==> src/rtl/ubx_frp_pkg.sv <==
// Package: constants, types and field tables of the UBX frame parser
package ubx_frp_pkg;

  localparam int PAYLOAD_BYTES = 512;
  localparam int SAT_SLOTS     = 32;
  localparam int STORE_AW      = $clog2(PAYLOAD_BYTES);
  localparam int FILL_W        = $clog2(PAYLOAD_BYTES + 1);
  localparam int SLOT_W        = (SAT_SLOTS > 1) ? $clog2(SAT_SLOTS) : 1;
  localparam int OFF_W         = 16;
  localparam int PVT_FIELDS    = 13;

  typedef logic [OFF_W-1:0]  off_t;
  typedef logic [SLOT_W-1:0] slot_t;
  typedef logic [3:0]        idx_t;

  localparam logic [7:0] SYNC1_BYTE = 8'hB5;
  localparam logic [7:0] SYNC2_BYTE = 8'h62;
  localparam logic [7:0] CLS_ACK    = 8'h05;
  localparam logic [7:0] ID_ACK     = 8'h01;
  localparam logic [7:0] ID_NAK     = 8'h00;
  localparam logic [7:0] CLS_NAV    = 8'h01;
  localparam logic [7:0] ID_PVT     = 8'h07;
  localparam logic [7:0] ID_SAT     = 8'h35;

  localparam off_t SAT_COUNT_OFF = off_t'(5);
  localparam off_t SAT_CNO_OFF   = off_t'(10);
  localparam off_t SAT_STRIDE    = off_t'(12);

  localparam logic [3:0] RC_ACCEPT = 4'd0;
  localparam logic [3:0] RC_SAT    = 4'd14;

  typedef enum logic [3:0] {
    ST_SYNC1, ST_SYNC2, ST_CLASS, ST_ID, ST_LENLO, ST_LENHI, ST_BODY,
    ST_CKA, ST_CKB, ST_ACCEPT, ST_READ, ST_WAIT, ST_EMIT
  } ctl_state_t;

  typedef enum logic [3:0] {
    OP_NONE, OP_START, OP_SYNC2, OP_CLASS, OP_ID, OP_LENLO, OP_LENHI,
    OP_BODY, OP_CHECK
  } byte_op_t;

  typedef enum logic [1:0] {EM_ACCEPT, EM_PVT, EM_SATCNT, EM_SAT} emit_sel_t;

  typedef enum logic [1:0] {FK_U32, FK_U8, FK_S32} field_kind_t;

  typedef struct packed {
    logic       in_ready;
    byte_op_t   op;
    logic       rd_en;
    off_t       rd_off;
    logic [1:0] rd_lane;
    logic       load_count;
    logic       emit;
    emit_sel_t  sel;
    logic [3:0] code;
    slot_t      slot;
    logic       sign_ext;
    logic       last;
  } dp_cmd_t;

  typedef struct packed {
    logic in_fire;
    logic is_sync1;
    logic is_sync2;
    logic len_zero;
    logic body_done;
    logic cka_ok;
    logic ckb_ok;
    logic is_pvt;
    logic is_sat;
    logic out_free;
  } dp_status_t;

  function automatic logic [7:0] pvt_off(input idx_t idx);
    logic [7:0] off;
    case (idx)
      4'd0:    off = 8'd0;
      4'd1:    off = 8'd20;
      4'd2:    off = 8'd21;
      4'd3:    off = 8'd23;
      4'd4:    off = 8'd24;
      4'd5:    off = 8'd28;
      4'd6:    off = 8'd36;
      4'd7:    off = 8'd40;
      4'd8:    off = 8'd44;
      4'd9:    off = 8'd48;
      4'd10:   off = 8'd52;
      4'd11:   off = 8'd56;
      4'd12:   off = 8'd68;
      default: off = 8'd0;
    endcase
    return off;
  endfunction

  function automatic field_kind_t pvt_kind(input idx_t idx);
    field_kind_t k;
    case (idx)
      4'd1, 4'd2, 4'd3:                  k = FK_U8;
      4'd4, 4'd5, 4'd6, 4'd9, 4'd10, 4'd11: k = FK_S32;
      default:                           k = FK_U32;
    endcase
    return k;
  endfunction

endpackage

==> src/rtl/ubx_frp_byte_if.sv <==
// Interface: received byte channel
interface ubx_frp_byte_if;
  logic       valid;
  logic       ready;
  logic [7:0] rx_byte;

  modport source (output valid, output rx_byte, input ready);
  modport sink   (input valid, input rx_byte, output ready);
endinterface

==> src/rtl/ubx_frp_result_if.sv <==
// Interface: decoded result channel
interface ubx_frp_result_if;
  logic               valid;
  logic               ready;
  logic [3:0]         result_code;
  logic [4:0]         sat_index;
  logic signed [32:0] field_value;
  logic [31:0]        ack_total;
  logic [31:0]        nak_total;
  logic [31:0]        frames_started;
  logic [31:0]        frames_accepted;
  logic               last;

  modport source (output valid, output result_code, output sat_index, output field_value,
                  output ack_total, output nak_total, output frames_started,
                  output frames_accepted, output last, input ready);
  modport sink   (input valid, input result_code, input sat_index, input field_value,
                  input ack_total, input nak_total, input frames_started,
                  input frames_accepted, input last, output ready);
endinterface

==> src/rtl/ubx_frp_ctrl.sv <==
// Controller: frame phase tracking and result emission sequencing
module ubx_frp_ctrl (
  input  logic                   clk,
  input  logic                   rst,
  input  ubx_frp_pkg::dp_status_t sts,
  output ubx_frp_pkg::dp_cmd_t    cmd
);

  ubx_frp_pkg::ctl_state_t state, state_next;
  ubx_frp_pkg::emit_sel_t  mode, mode_next;
  ubx_frp_pkg::idx_t       idx, idx_next;
  ubx_frp_pkg::slot_t      slot, slot_next;
  logic [1:0]              lane, lane_next;

  ubx_frp_pkg::field_kind_t kind;
  logic [1:0]               last_lane;
  ubx_frp_pkg::off_t        base_off;
  logic                     is_final;

  always_comb begin
    kind      = ubx_frp_pkg::pvt_kind(idx);
    last_lane = (mode == ubx_frp_pkg::EM_PVT && kind != ubx_frp_pkg::FK_U8) ? 2'd3 : 2'd0;
    case (mode)
      ubx_frp_pkg::EM_PVT:    base_off = ubx_frp_pkg::off_t'(ubx_frp_pkg::pvt_off(idx));
      ubx_frp_pkg::EM_SATCNT: base_off = ubx_frp_pkg::SAT_COUNT_OFF;
      ubx_frp_pkg::EM_SAT:    base_off = ubx_frp_pkg::off_t'(slot) * ubx_frp_pkg::SAT_STRIDE
                                         + ubx_frp_pkg::SAT_CNO_OFF;
      default:                base_off = '0;
    endcase
    if (mode == ubx_frp_pkg::EM_PVT) begin
      is_final = (idx == ubx_frp_pkg::idx_t'(ubx_frp_pkg::PVT_FIELDS - 1));
    end else begin
      is_final = (slot == ubx_frp_pkg::slot_t'(ubx_frp_pkg::SAT_SLOTS - 1));
    end
  end

  always_ff @(posedge clk) begin
    if (rst) begin
      state <= ubx_frp_pkg::ST_SYNC1;
      mode  <= ubx_frp_pkg::EM_ACCEPT;
      idx   <= '0;
      slot  <= '0;
      lane  <= '0;
    end else begin
      state <= state_next;
      mode  <= mode_next;
      idx   <= idx_next;
      slot  <= slot_next;
      lane  <= lane_next;
    end
  end

  // Next state
  always_comb begin
    state_next = state;
    mode_next  = mode;
    idx_next   = idx;
    slot_next  = slot;
    lane_next  = lane;
    case (state)
      ubx_frp_pkg::ST_SYNC1: begin
        if (sts.in_fire && sts.is_sync1) state_next = ubx_frp_pkg::ST_SYNC2;
      end
      ubx_frp_pkg::ST_SYNC2: begin
        if (sts.in_fire) begin
          state_next = sts.is_sync2 ? ubx_frp_pkg::ST_CLASS : ubx_frp_pkg::ST_SYNC1;
        end
      end
      ubx_frp_pkg::ST_CLASS: begin
        if (sts.in_fire) state_next = ubx_frp_pkg::ST_ID;
      end
      ubx_frp_pkg::ST_ID: begin
        if (sts.in_fire) state_next = ubx_frp_pkg::ST_LENLO;
      end
      ubx_frp_pkg::ST_LENLO: begin
        if (sts.in_fire) state_next = ubx_frp_pkg::ST_LENHI;
      end
      ubx_frp_pkg::ST_LENHI: begin
        if (sts.in_fire) begin
          state_next = sts.len_zero ? ubx_frp_pkg::ST_CKA : ubx_frp_pkg::ST_BODY;
        end
      end
      ubx_frp_pkg::ST_BODY: begin
        if (sts.in_fire && sts.body_done) state_next = ubx_frp_pkg::ST_CKA;
      end
      ubx_frp_pkg::ST_CKA: begin
        if (sts.in_fire) begin
          state_next = sts.cka_ok ? ubx_frp_pkg::ST_CKB : ubx_frp_pkg::ST_SYNC1;
        end
      end
      ubx_frp_pkg::ST_CKB: begin
        if (sts.in_fire) begin
          state_next = sts.ckb_ok ? ubx_frp_pkg::ST_ACCEPT : ubx_frp_pkg::ST_SYNC1;
        end
      end
      ubx_frp_pkg::ST_ACCEPT: begin
        if (sts.out_free) begin
          lane_next = '0;
          idx_next  = '0;
          if (sts.is_pvt) begin
            mode_next  = ubx_frp_pkg::EM_PVT;
            state_next = ubx_frp_pkg::ST_READ;
          end else if (sts.is_sat) begin
            mode_next  = ubx_frp_pkg::EM_SATCNT;
            state_next = ubx_frp_pkg::ST_READ;
          end else begin
            state_next = ubx_frp_pkg::ST_SYNC1;
          end
        end
      end
      ubx_frp_pkg::ST_READ: begin
        if (lane == last_lane) begin
          state_next = ubx_frp_pkg::ST_WAIT;
        end else begin
          lane_next = lane + 2'd1;
        end
      end
      ubx_frp_pkg::ST_WAIT: begin
        if (mode == ubx_frp_pkg::EM_SATCNT) begin
          mode_next  = ubx_frp_pkg::EM_SAT;
          slot_next  = '0;
          lane_next  = '0;
          state_next = ubx_frp_pkg::ST_READ;
        end else begin
          state_next = ubx_frp_pkg::ST_EMIT;
        end
      end
      ubx_frp_pkg::ST_EMIT: begin
        if (sts.out_free) begin
          if (is_final) begin
            state_next = ubx_frp_pkg::ST_SYNC1;
          end else begin
            if (mode == ubx_frp_pkg::EM_PVT) begin
              idx_next = idx + 4'd1;
            end else begin
              slot_next = slot + 1'b1;
            end
            lane_next  = '0;
            state_next = ubx_frp_pkg::ST_READ;
          end
        end
      end
      default: state_next = ubx_frp_pkg::ST_SYNC1;
    endcase
  end

  // Outputs
  always_comb begin
    cmd            = '0;
    cmd.in_ready   = state inside {ubx_frp_pkg::ST_SYNC1, ubx_frp_pkg::ST_SYNC2,
                                   ubx_frp_pkg::ST_CLASS, ubx_frp_pkg::ST_ID,
                                   ubx_frp_pkg::ST_LENLO, ubx_frp_pkg::ST_LENHI,
                                   ubx_frp_pkg::ST_BODY, ubx_frp_pkg::ST_CKA,
                                   ubx_frp_pkg::ST_CKB};
    cmd.op         = ubx_frp_pkg::OP_NONE;
    cmd.rd_en      = (state == ubx_frp_pkg::ST_READ);
    cmd.rd_off     = base_off + ubx_frp_pkg::off_t'(lane);
    cmd.rd_lane    = lane;
    cmd.load_count = (state == ubx_frp_pkg::ST_WAIT) && (mode == ubx_frp_pkg::EM_SATCNT);
    cmd.sel        = mode;
    cmd.sign_ext   = (kind == ubx_frp_pkg::FK_S32);
    case (state)
      ubx_frp_pkg::ST_SYNC1:  cmd.op = ubx_frp_pkg::OP_START;
      ubx_frp_pkg::ST_SYNC2:  cmd.op = ubx_frp_pkg::OP_SYNC2;
      ubx_frp_pkg::ST_CLASS:  cmd.op = ubx_frp_pkg::OP_CLASS;
      ubx_frp_pkg::ST_ID:     cmd.op = ubx_frp_pkg::OP_ID;
      ubx_frp_pkg::ST_LENLO:  cmd.op = ubx_frp_pkg::OP_LENLO;
      ubx_frp_pkg::ST_LENHI:  cmd.op = ubx_frp_pkg::OP_LENHI;
      ubx_frp_pkg::ST_BODY:   cmd.op = ubx_frp_pkg::OP_BODY;
      ubx_frp_pkg::ST_CKB:    cmd.op = ubx_frp_pkg::OP_CHECK;
      ubx_frp_pkg::ST_ACCEPT: begin
        cmd.emit = sts.out_free;
        cmd.sel  = ubx_frp_pkg::EM_ACCEPT;
        cmd.code = ubx_frp_pkg::RC_ACCEPT;
        cmd.last = !(sts.is_pvt || sts.is_sat);
      end
      ubx_frp_pkg::ST_EMIT: begin
        cmd.emit = sts.out_free;
        cmd.last = is_final;
        if (mode == ubx_frp_pkg::EM_PVT) begin
          cmd.code = idx + 4'd1;
        end else begin
          cmd.code = ubx_frp_pkg::RC_SAT;
          cmd.slot = slot;
        end
      end
      default: cmd.op = ubx_frp_pkg::OP_NONE;
    endcase
  end

endmodule

==> src/rtl/ubx_frp_datapath.sv <==
// Datapath: checksum, frame header, payload memory, counters and result register
module ubx_frp_datapath (
  input  logic                    clk,
  input  logic                    rst,
  ubx_frp_byte_if.sink            rx,
  ubx_frp_result_if.source        res,
  input  ubx_frp_pkg::dp_cmd_t    cmd,
  output ubx_frp_pkg::dp_status_t sts
);

  logic [7:0]  sum_a, sum_b, frame_class, frame_id;
  logic [15:0] payload_length, payload_count;
  logic [ubx_frp_pkg::FILL_W-1:0] fill;
  logic [31:0] ack_cnt, nak_cnt, start_cnt, ok_cnt;

  logic [7:0] store [ubx_frp_pkg::PAYLOAD_BYTES];
  logic [7:0] mem_q;
  logic       rd_hit, rd_pend;
  logic [1:0] rd_lane_q;
  logic [31:0] asm_word;
  logic [7:0]  sat_count;

  logic        fire;
  logic [7:0]  b, sum_a_new, sum_b_new, rd_byte;
  logic [15:0] len_full, count_inc;
  logic        in_store;
  logic signed [32:0] value;

  assign rx.ready  = cmd.in_ready;
  assign fire      = rx.valid && cmd.in_ready;
  assign b         = rx.rx_byte;
  assign sum_a_new = sum_a + b;
  assign sum_b_new = sum_b + sum_a_new;
  assign len_full  = {b, payload_length[7:0]};
  assign count_inc = payload_count + 16'd1;
  assign in_store  = 32'(payload_count) < ubx_frp_pkg::PAYLOAD_BYTES;
  assign rd_byte   = rd_hit ? mem_q : 8'd0;

  always_comb begin
    sts.in_fire   = fire;
    sts.is_sync1  = (b == ubx_frp_pkg::SYNC1_BYTE);
    sts.is_sync2  = (b == ubx_frp_pkg::SYNC2_BYTE);
    sts.len_zero  = (len_full == 16'd0);
    sts.body_done = (count_inc >= payload_length);
    sts.cka_ok    = (sum_a == b);
    sts.ckb_ok    = (sum_b == b);
    sts.is_pvt    = (frame_class == ubx_frp_pkg::CLS_NAV) && (frame_id == ubx_frp_pkg::ID_PVT);
    sts.is_sat    = (frame_class == ubx_frp_pkg::CLS_NAV) && (frame_id == ubx_frp_pkg::ID_SAT);
    sts.out_free  = !res.valid || res.ready;
  end

  always_ff @(posedge clk) begin
    if (rst) begin
      sum_a          <= '0;
      sum_b          <= '0;
      frame_class    <= '0;
      frame_id       <= '0;
      payload_length <= '0;
      payload_count  <= '0;
      fill           <= '0;
      ack_cnt        <= '0;
      nak_cnt        <= '0;
      start_cnt      <= '0;
      ok_cnt         <= '0;
    end else if (fire) begin
      case (cmd.op)
        ubx_frp_pkg::OP_START: begin
          if (sts.is_sync1) start_cnt <= start_cnt + 32'd1;
        end
        ubx_frp_pkg::OP_SYNC2: begin
          if (sts.is_sync2) begin
            sum_a <= '0;
            sum_b <= '0;
          end
        end
        ubx_frp_pkg::OP_CLASS: begin
          frame_class <= b;
          sum_a       <= sum_a_new;
          sum_b       <= sum_b_new;
        end
        ubx_frp_pkg::OP_ID: begin
          frame_id <= b;
          sum_a    <= sum_a_new;
          sum_b    <= sum_b_new;
        end
        ubx_frp_pkg::OP_LENLO: begin
          payload_length <= {8'd0, b};
          sum_a          <= sum_a_new;
          sum_b          <= sum_b_new;
        end
        ubx_frp_pkg::OP_LENHI: begin
          payload_length <= len_full;
          payload_count  <= '0;
          sum_a          <= sum_a_new;
          sum_b          <= sum_b_new;
        end
        ubx_frp_pkg::OP_BODY: begin
          payload_count <= count_inc;
          sum_a         <= sum_a_new;
          sum_b         <= sum_b_new;
          if (in_store && (32'(count_inc) > 32'(fill))) begin
            fill <= ubx_frp_pkg::FILL_W'(count_inc);
          end
        end
        ubx_frp_pkg::OP_CHECK: begin
          if (sts.ckb_ok) begin
            ok_cnt <= ok_cnt + 32'd1;
            if (frame_class == ubx_frp_pkg::CLS_ACK && frame_id == ubx_frp_pkg::ID_ACK) begin
              ack_cnt <= ack_cnt + 32'd1;
            end
            if (frame_class == ubx_frp_pkg::CLS_ACK && frame_id == ubx_frp_pkg::ID_NAK) begin
              nak_cnt <= nak_cnt + 32'd1;
            end
          end
        end
        default: ;
      endcase
    end
  end

  always_ff @(posedge clk) begin
    if (fire && cmd.op == ubx_frp_pkg::OP_BODY && in_store) begin
      store[payload_count[ubx_frp_pkg::STORE_AW-1:0]] <= b;
    end
    if (cmd.rd_en) begin
      mem_q  <= store[cmd.rd_off[ubx_frp_pkg::STORE_AW-1:0]];
      rd_hit <= 32'(cmd.rd_off) < 32'(fill);
    end
    rd_lane_q <= cmd.rd_lane;
  end

  always_ff @(posedge clk) begin
    if (rst) begin
      rd_pend <= 1'b0;
    end else begin
      rd_pend <= cmd.rd_en;
    end
  end

  always_ff @(posedge clk) begin
    if (rd_pend) begin
      if (rd_lane_q == 2'd0) begin
        asm_word <= {24'd0, rd_byte};
      end else begin
        asm_word[rd_lane_q*8 +: 8] <= rd_byte;
      end
    end
    if (cmd.load_count) begin
      sat_count <= rd_byte;
    end
  end

  always_comb begin
    case (cmd.sel)
      ubx_frp_pkg::EM_ACCEPT: value = {17'd0, frame_class, frame_id};
      ubx_frp_pkg::EM_PVT:    value = cmd.sign_ext ? {asm_word[31], asm_word}
                                                   : {1'b0, asm_word};
      ubx_frp_pkg::EM_SAT:    value = (8'(cmd.slot) < sat_count) ? {25'd0, asm_word[7:0]}
                                                                 : 33'sd0;
      default:                value = 33'sd0;
    endcase
  end

  always_ff @(posedge clk) begin
    if (rst) begin
      res.valid <= 1'b0;
    end else if (cmd.emit) begin
      res.valid <= 1'b1;
    end else if (res.ready) begin
      res.valid <= 1'b0;
    end
  end

  always_ff @(posedge clk) begin
    if (cmd.emit) begin
      res.result_code     <= cmd.code;
      res.sat_index       <= 5'(cmd.slot);
      res.field_value     <= value;
      res.ack_total       <= ack_cnt;
      res.nak_total       <= nak_cnt;
      res.frames_started  <= start_cnt;
      res.frames_accepted <= ok_cnt;
      res.last            <= cmd.last;
    end
  end

endmodule

==> src/rtl/ubx_frame_receive_parser_top.sv <==
// Top level: UBX binary frame receive parser with Fletcher-8 check
// Takes one received byte per item on rx and, for every frame whose two
// checksum bytes match, sends results on res: first a frame-accepted item
// (class*256+id), then the 13 NAV-PVT fields or the 32 NAV-SAT CNO slots.
// While a frame is being received a byte is taken in every cycle that rx
// offers one. After the second checksum byte of a good frame, rx is held
// off while the results go out: the accept item first, then, for NAV-PVT,
// each field read byte by byte (one byte or four) through the single read
// port of the payload memory, or, for NAV-SAT, the satellite count byte and
// then each slot's CNO byte through that port; any stall on res holds rx
// off longer. The last result of a frame can wait in the output register
// while the next frame's bytes are taken. Payload bytes past the 512-byte
// store are checksummed and dropped; unwritten store entries read as zero
// through a fill count, so no clearing pass follows reset. Counters wrap at
// 32 bits.
module ubx_frame_receive_parser_top (
  input  logic             clk,
  input  logic             rst,
  ubx_frp_byte_if.sink     rx,
  ubx_frp_result_if.source res
);

  ubx_frp_pkg::dp_cmd_t    cmd;
  ubx_frp_pkg::dp_status_t sts;

  ubx_frp_ctrl u_ctrl (
    .clk (clk),
    .rst (rst),
    .sts (sts),
    .cmd (cmd)
  );

  ubx_frp_datapath u_dp (
    .clk (clk),
    .rst (rst),
    .rx  (rx),
    .res (res),
    .cmd (cmd),
    .sts (sts)
  );

endmodule

==> src/flat_wrapper.sv <==
// flat-port wrapper written by rule: the top's interface ports become plain ports
module ubx_frame_receive_parser_top_flat 
  (clk, rst, rx_valid, rx_rx_byte, rx_ready, res_valid, res_result_code, res_sat_index, res_field_value, res_ack_total, res_nak_total, res_frames_started, res_frames_accepted, res_last, res_ready);
  ubx_frp_byte_if rx_i ();
  ubx_frp_result_if res_i ();
  input  logic clk;
  input  logic rst;
  input wire logic [$bits(rx_i.valid)-1:0] rx_valid;
  input wire logic [$bits(rx_i.rx_byte)-1:0] rx_rx_byte;
  output wire logic [$bits(rx_i.ready)-1:0] rx_ready;
  output wire logic [$bits(res_i.valid)-1:0] res_valid;
  output wire logic [$bits(res_i.result_code)-1:0] res_result_code;
  output wire logic [$bits(res_i.sat_index)-1:0] res_sat_index;
  output wire logic [$bits(res_i.field_value)-1:0] res_field_value;
  output wire logic [$bits(res_i.ack_total)-1:0] res_ack_total;
  output wire logic [$bits(res_i.nak_total)-1:0] res_nak_total;
  output wire logic [$bits(res_i.frames_started)-1:0] res_frames_started;
  output wire logic [$bits(res_i.frames_accepted)-1:0] res_frames_accepted;
  output wire logic [$bits(res_i.last)-1:0] res_last;
  input wire logic [$bits(res_i.ready)-1:0] res_ready;
  assign rx_i.valid = rx_valid;
  assign rx_i.rx_byte = rx_rx_byte;
  assign rx_ready = rx_i.ready;
  assign res_valid = res_i.valid;
  assign res_result_code = res_i.result_code;
  assign res_sat_index = res_i.sat_index;
  assign res_field_value = res_i.field_value;
  assign res_ack_total = res_i.ack_total;
  assign res_nak_total = res_i.nak_total;
  assign res_frames_started = res_i.frames_started;
  assign res_frames_accepted = res_i.frames_accepted;
  assign res_last = res_i.last;
  assign res_i.ready = res_ready;
  ubx_frame_receive_parser_top u_core (.clk(clk), .rst(rst), .rx(rx_i), .res(res_i));
endmodule
==> config.mk <==
export PLATFORM = sky130hd
export DESIGN_NAME = ubx_frame_receive_parser_top_flat
export DESIGN_NICKNAME = d
export VERILOG_FILES = /design/src/rtl/ubx_frp_pkg.sv /design/src/rtl/ubx_frp_byte_if.sv /design/src/rtl/ubx_frp_result_if.sv /design/src/rtl/ubx_frp_ctrl.sv /design/src/rtl/ubx_frp_datapath.sv /design/src/rtl/ubx_frame_receive_parser_top.sv /design/src/flat_wrapper.sv
export SDC_FILE = /design/constraint.sdc
export NUM_CORES = 2
export LEC_CHECK = 0
export BUFFER_PORTS_ARGS = -buffer_cell sky130_fd_sc_hd__buf_2
export CAP_MARGIN = 20
export CORE_ASPECT_RATIO = 0.75
export CORE_MARGIN = 2
export CORE_UTILIZATION = 50
export DETAILED_ROUTE_END_ITERATION = 12
export GPL_TIMING_DRIVEN = 0
export PLACE_DENSITY = 0.65
export SLEW_MARGIN = 25
export SYNTH_ARGS = -nofsm -noshare
export SYNTH_HDL_FRONTEND = slang
export SYNTH_HIERARCHICAL = 1
export SYNTH_MEMORY_MAX_BITS = 65536
export SYNTH_SLANG_ARGS = --single-unit
==> constraint.sdc <==
create_clock -name clk -period 21.7 [get_ports clk]
set_input_delay 0 -clock clk [delete_from_list [all_inputs] [get_ports clk]]
set_output_delay 0 -clock clk [all_outputs]
set_load 0.05 [all_outputs]
==> impl_summary.md <==
Run
The count of max-cap constraint violations is 0.

Timing
Setup slack on the critical path of the routed design comes to 12350 ps. The number of max-slew violations in the final report was 0. The max-slew headroom at the worst pin is 0.09039. The transition time of the tightest slew-check pin is 1364 ps. On the final layout, the worst hold slack is 101.3 ps.

The final number of setup-violating endpoints is 0. The number of hold-slack violations in the final timing report is 0. The final worst-path cycle share is 0.4311.

Clock skew on the completed layout was measured at 67.99 ps. In the final timing run, aggregate negative setup slack is 0 ps. Setup repair after global routing left no endpoint under its margin. The time the worst path needs with I/O delays and setup is 9354 ps. The fmax is 106.9 MHz.

Setup path
The depth of the worst register-to-register path is 16. The startpoint identified for the worst register-to-register timing path is u_core/u_ctrl/mode[0]. Among the stages of the critical path, the cell type that occurs most often is clkbuf_1.

The critical path goes through clkbuf_1 -> o21ai_0 -> fa_1 -> nor3b_1 -> xnor2_2 -> buf_6 -> buf_2 -> inv_2 -> nand3_1 -> clkbuf_1 -> clkbuf_1 -> o221ai_1 -> a221oi_2 -> nor4_1 -> a22oi_1 -> and3_1. The delay of the slowest cell on the worst path is 1050 ps. The largest fanout on the critical path is 11. Setup slack on the worst reg-to-reg path comes out at 12350 ps. The kind of end point of the critical path is a flip-flop. By startpoint and endpoint, the worst setup path is classified as flip-flop to flip-flop. The end of the worst register-to-register path is u_core/u_dp/mem_q[3]. The cell with the largest stage delay on the worst path is clkbuf_1. Broken down by cell family, the worst path's largest delay share belongs to buffers and inverters. The required time reported for the critical path endpoint is 22460 ps.

Together, buffers and inverters on the worst path number 6. The worst setup path is launched from a flip-flop. The data arrival time of the critical path is 10120 ps.

Drt
The wire length per cell after detailed routing is 38.70 µm. The number of vias after detailed routing is 100.6k. The number of remaining DRC errors is 0. The antenna violation net count after detailed routing is 0. Summed over all layers, the routed wires come to 575.1 mm.

The starting DRC count in detailed routing is 18.09k. The first detailed-routing pass took 8 iterations. After detailed routing, the number of vias per cell comes to 6.772.

Synth
Of the total synthesized cell area, the portion taken by XOR and XNOR cells is 0.007235. The mux share of post-synthesis cell area is 0.1483. In this run, synthesis produced a sequential element count of 4548.

In this run the mean area of a mapped cell was 19.76 µm². The number of enable-type register cells in the synthesized netlist is 4316. For this run, the leading register cell type out of synthesis is edfxtp_1. The simple-gate share of the synthesized area is 0.03765.

The unique cell type count in the Yosys netlist is 91. For this run, asynchronously set or reset flops after synthesis account for 0. By count the netlist is led by 4316 x edfxtp_1, 1025 x mux4_2, 797 x nor2_1, 332 x clkbuf_1, 232 x dfxtp_1.

Of the post-synthesis cell area, the dominant cell type holds 0.7283. The most frequently used cell type in the post-synthesis netlist is edfxtp_1. The synthesized area is 178000 µm². The warning count from the yosys run is 6. The top cell type by total area after synthesis is edfxtp_1. The compound-gate portion of the synthesized area is 0.03158. The post-synthesis adder-cell area fraction is 0.006145. The gate count of the mapped netlist is 9007. Yosys attributes the largest share of cell area to edfxtp_1 73%, mux4_2 13%, dfxtp_1 2.6%. The combinational family with the most area after synthesis is multiplexers.

The share of the yosys chip area belonging to registers is 0.7544.

Placed design
The routability congestion estimate is 0.9874. The pre-CTS worst setup slack is 13150 ps. The port buffer count is 184.

The placed wire-length estimate after detailed placement is 406.7 mm.

Floorplanning
185 I/O pins were placed. The die outline height is 520.7 µm. The floorplan step defined a die boundary enclosing 360800 µm². The core box area is 353800 µm². In this run the horizontal extent of the chip is 692.9 µm.

The total number of placement rows is 189. The initial cell density of the core is 0.5030.

Final layout
The fraction of final layout cells sized beyond drive strength 1 is 0.2460. The number of nets in the layout is 9886. The layout-stage area growth over the synthesis result is 13.66%.

Min path
The hold-critical path endpoint is u_core/u_dp/store[321][3]. The hold path startpoint is rx_rx_byte[3]. The worst hold-check path type is input pin to flip-flop. The worst hold path passes through 2 cells.

Clocking
The clock tree root driver cell is clkbuf_16. The H-tree generated during clock tree synthesis spans 5 levels. The number of clock buffers added by TritonCTS is 427. The CTS clock-pin slew for the worst setup and hold paths is 60 ps. The TritonCTS clock tree is done. The number of gates resized after CTS is 0. The total clock sinks is 4548.

At the later pin of the worst-skew pair, clock insertion delay measures 970 ps. In this run the deepest clock path goes through 4 buffers.

Global route
The number of antenna violations at the first check in global routing came to 57. The pin count of the biggest net entering global routing is 125. The total overflow reported by the global router is 0. The number of global-route vias before repair was 94.16k. The wire length of the first global-routing pass is 772.6 mm. The global-route usage over all layers is 0.3137.

Power and ir drop
The power density relative to cell area is 84.89 nW/µm². The leakage component of the power is 62.66 nW. IR analysis of the VDD net gives a maximum drop of 0.06986 mV.

Run status
The flow ran to the end, and the final reports show no timing, DRC or antenna violations.
per-stage QoR:
stage / power, mW / area (µm²) / std cells / utilization
finish: 17.17 / 202300 / 14860 / 0.5718
global route: 17.57 / 202200 / 14830 / 0.5715
CTS: 17.21 / 202100 / 14820 / 0.5712
detailed placement: 9.981 / 188400 / 14020 / 0.5326
global placement: 10.01 / 184800 / 13880 / 0.5222
floorplan: 9.813 / 178000 / 9012 / -
cells by family (layout without fill, tap and decap cells):
kind of cell / Yosys count / in the layout
simple gates: 1473 / 1473
buf+inv: 628 / 1759
mux: 1337 / 1337
flops: 4548 / 4548
compound gates: 788 / 788
other cells: 1 / 46
xor+xnor: 147 / 147
fa+ha+maj: 85 / 85
registers in the layout, summed over array words and instances, names as in the netlist, 10 cells and up, named ones only:
signal / count
u_core/u_dp/ack_cnt: 32
u_core/u_dp/asm_word: 32
u_core/u_dp/fill: 10
u_core/u_dp/nak_cnt: 32
u_core/u_dp/ok_cnt: 32
u_core/u_dp/payload_count: 16
u_core/u_dp/payload_length: 16
u_core/u_dp/res.ack_total: 32
u_core/u_dp/res.field_value: 33
u_core/u_dp/res.frames_accepted: 32
u_core/u_dp/res.frames_started: 32
u_core/u_dp/res.nak_total: 32
u_core/u_dp/start_cnt: 32
u_core/u_dp/store: 4096
cells in the final DEF (no fill, tap or decap), drive strengths merged, types with 20 or more instances in the layout:
| master | n |
|---|---|
| edfxtp | 4316 |
| mux4 | 1025 |
| clkbuf | 858 |
| nor2 | 797 |
| buf | 539 |
| dfxtp | 232 |
| nand2 | 209 |
| clkinv | 195 |
| mux2i | 185 |
| o21ai | 157 |
| mux2 | 127 |
| a21oi | 110 |
| nand3 | 99 |
| inv | 97 |
| o221ai | 95 |
| a221oi | 93 |
| ha | 81 |
| xnor2 | 78 |
| o22a | 75 |
| xor2 | 69 |
| a22oi | 61 |
| o22ai | 58 |
| nor3 | 57 |
| and3 | 45 |
| nand4 | 43 |
| nor4 | 42 |
| diode | 40 |
| and2 | 40 |
| nor2b | 40 |
| bufinv | 36 |
| or3 | 29 |
| a21o | 24 |
| clkinvlp | 20 |
worst max path at each step:
stage | start | to | cells after the start
2_1_floorplan | u_core/u_ctrl/state[1] | u_core/u_dp/res.ack_total[0] | 4
3_3_place_gp | u_core/u_ctrl/state[1] | u_core/u_dp/res.frames_started[12] | 4
3_5_place_dp | u_core/u_ctrl/mode[0] | u_core/u_dp/mem_q[5] | 16
4_1_cts | u_core/u_ctrl/mode[0] | u_core/u_dp/mem_q[5] | 16
5_1_grt | u_core/u_ctrl/slot[1] | u_core/u_dp/mem_q[3] | 19
6_report | u_core/u_ctrl/mode[0] | u_core/u_dp/mem_q[3] | 16
final cells by class:
type                       count  area, µm²
timing repair buffer         348       4325
sequential                  4548     134300
inverter                      87      326.6
fill                       26010     151500
tap                         4679       5854
multi-input combinational   3836      41440
clock buffer                 522      11230
clock inverter               261       2260
antenna                       40      100.1
buffer                       541       2492
per-layer routing:
metal | part of all wire | wire [µm] | track usage
met2 | 0.41 | 235500 | 0.4238
met1 | 0.37 | 211900 | 0.4413
met3 | 0.18 | 100900 | 0.1492
met5 | 0.0010 | 584 | 0.001312
met4 | 0.045 | 26160 | 0.1199
where the power goes:
group          internal (mW)  switching, mW
Combinational         0.0382          0.172
Clock                   4.10           3.27
Sequential              9.59        0.00221
Total                   13.7           3.44
worst register-to-register path: stages, from the launching register on:
cell      delay, ps
dfxtp_1         510
clkbuf_1        470
o21ai_0         270
fa_1            500
nor3b_1         390
xnor2_2         210
buf_6           230
buf_2           670
inv_2           510
nand3_1         890
clkbuf_1        840
clkbuf_1       1050
o221ai_1        470
a221oi_2        830
nor4_1          100
a22oi_1         770
and3_1          450
timing repair:
| item | 4_1_cts | 5_1_grt |
|---|---|---|
| hold buffers | 15 | 0 |
| setup buffers | 0 | 0 |
| hold endpoints to repair | 2167 | 0 |
Note: power is estimated with default switching activity, not from simulation.
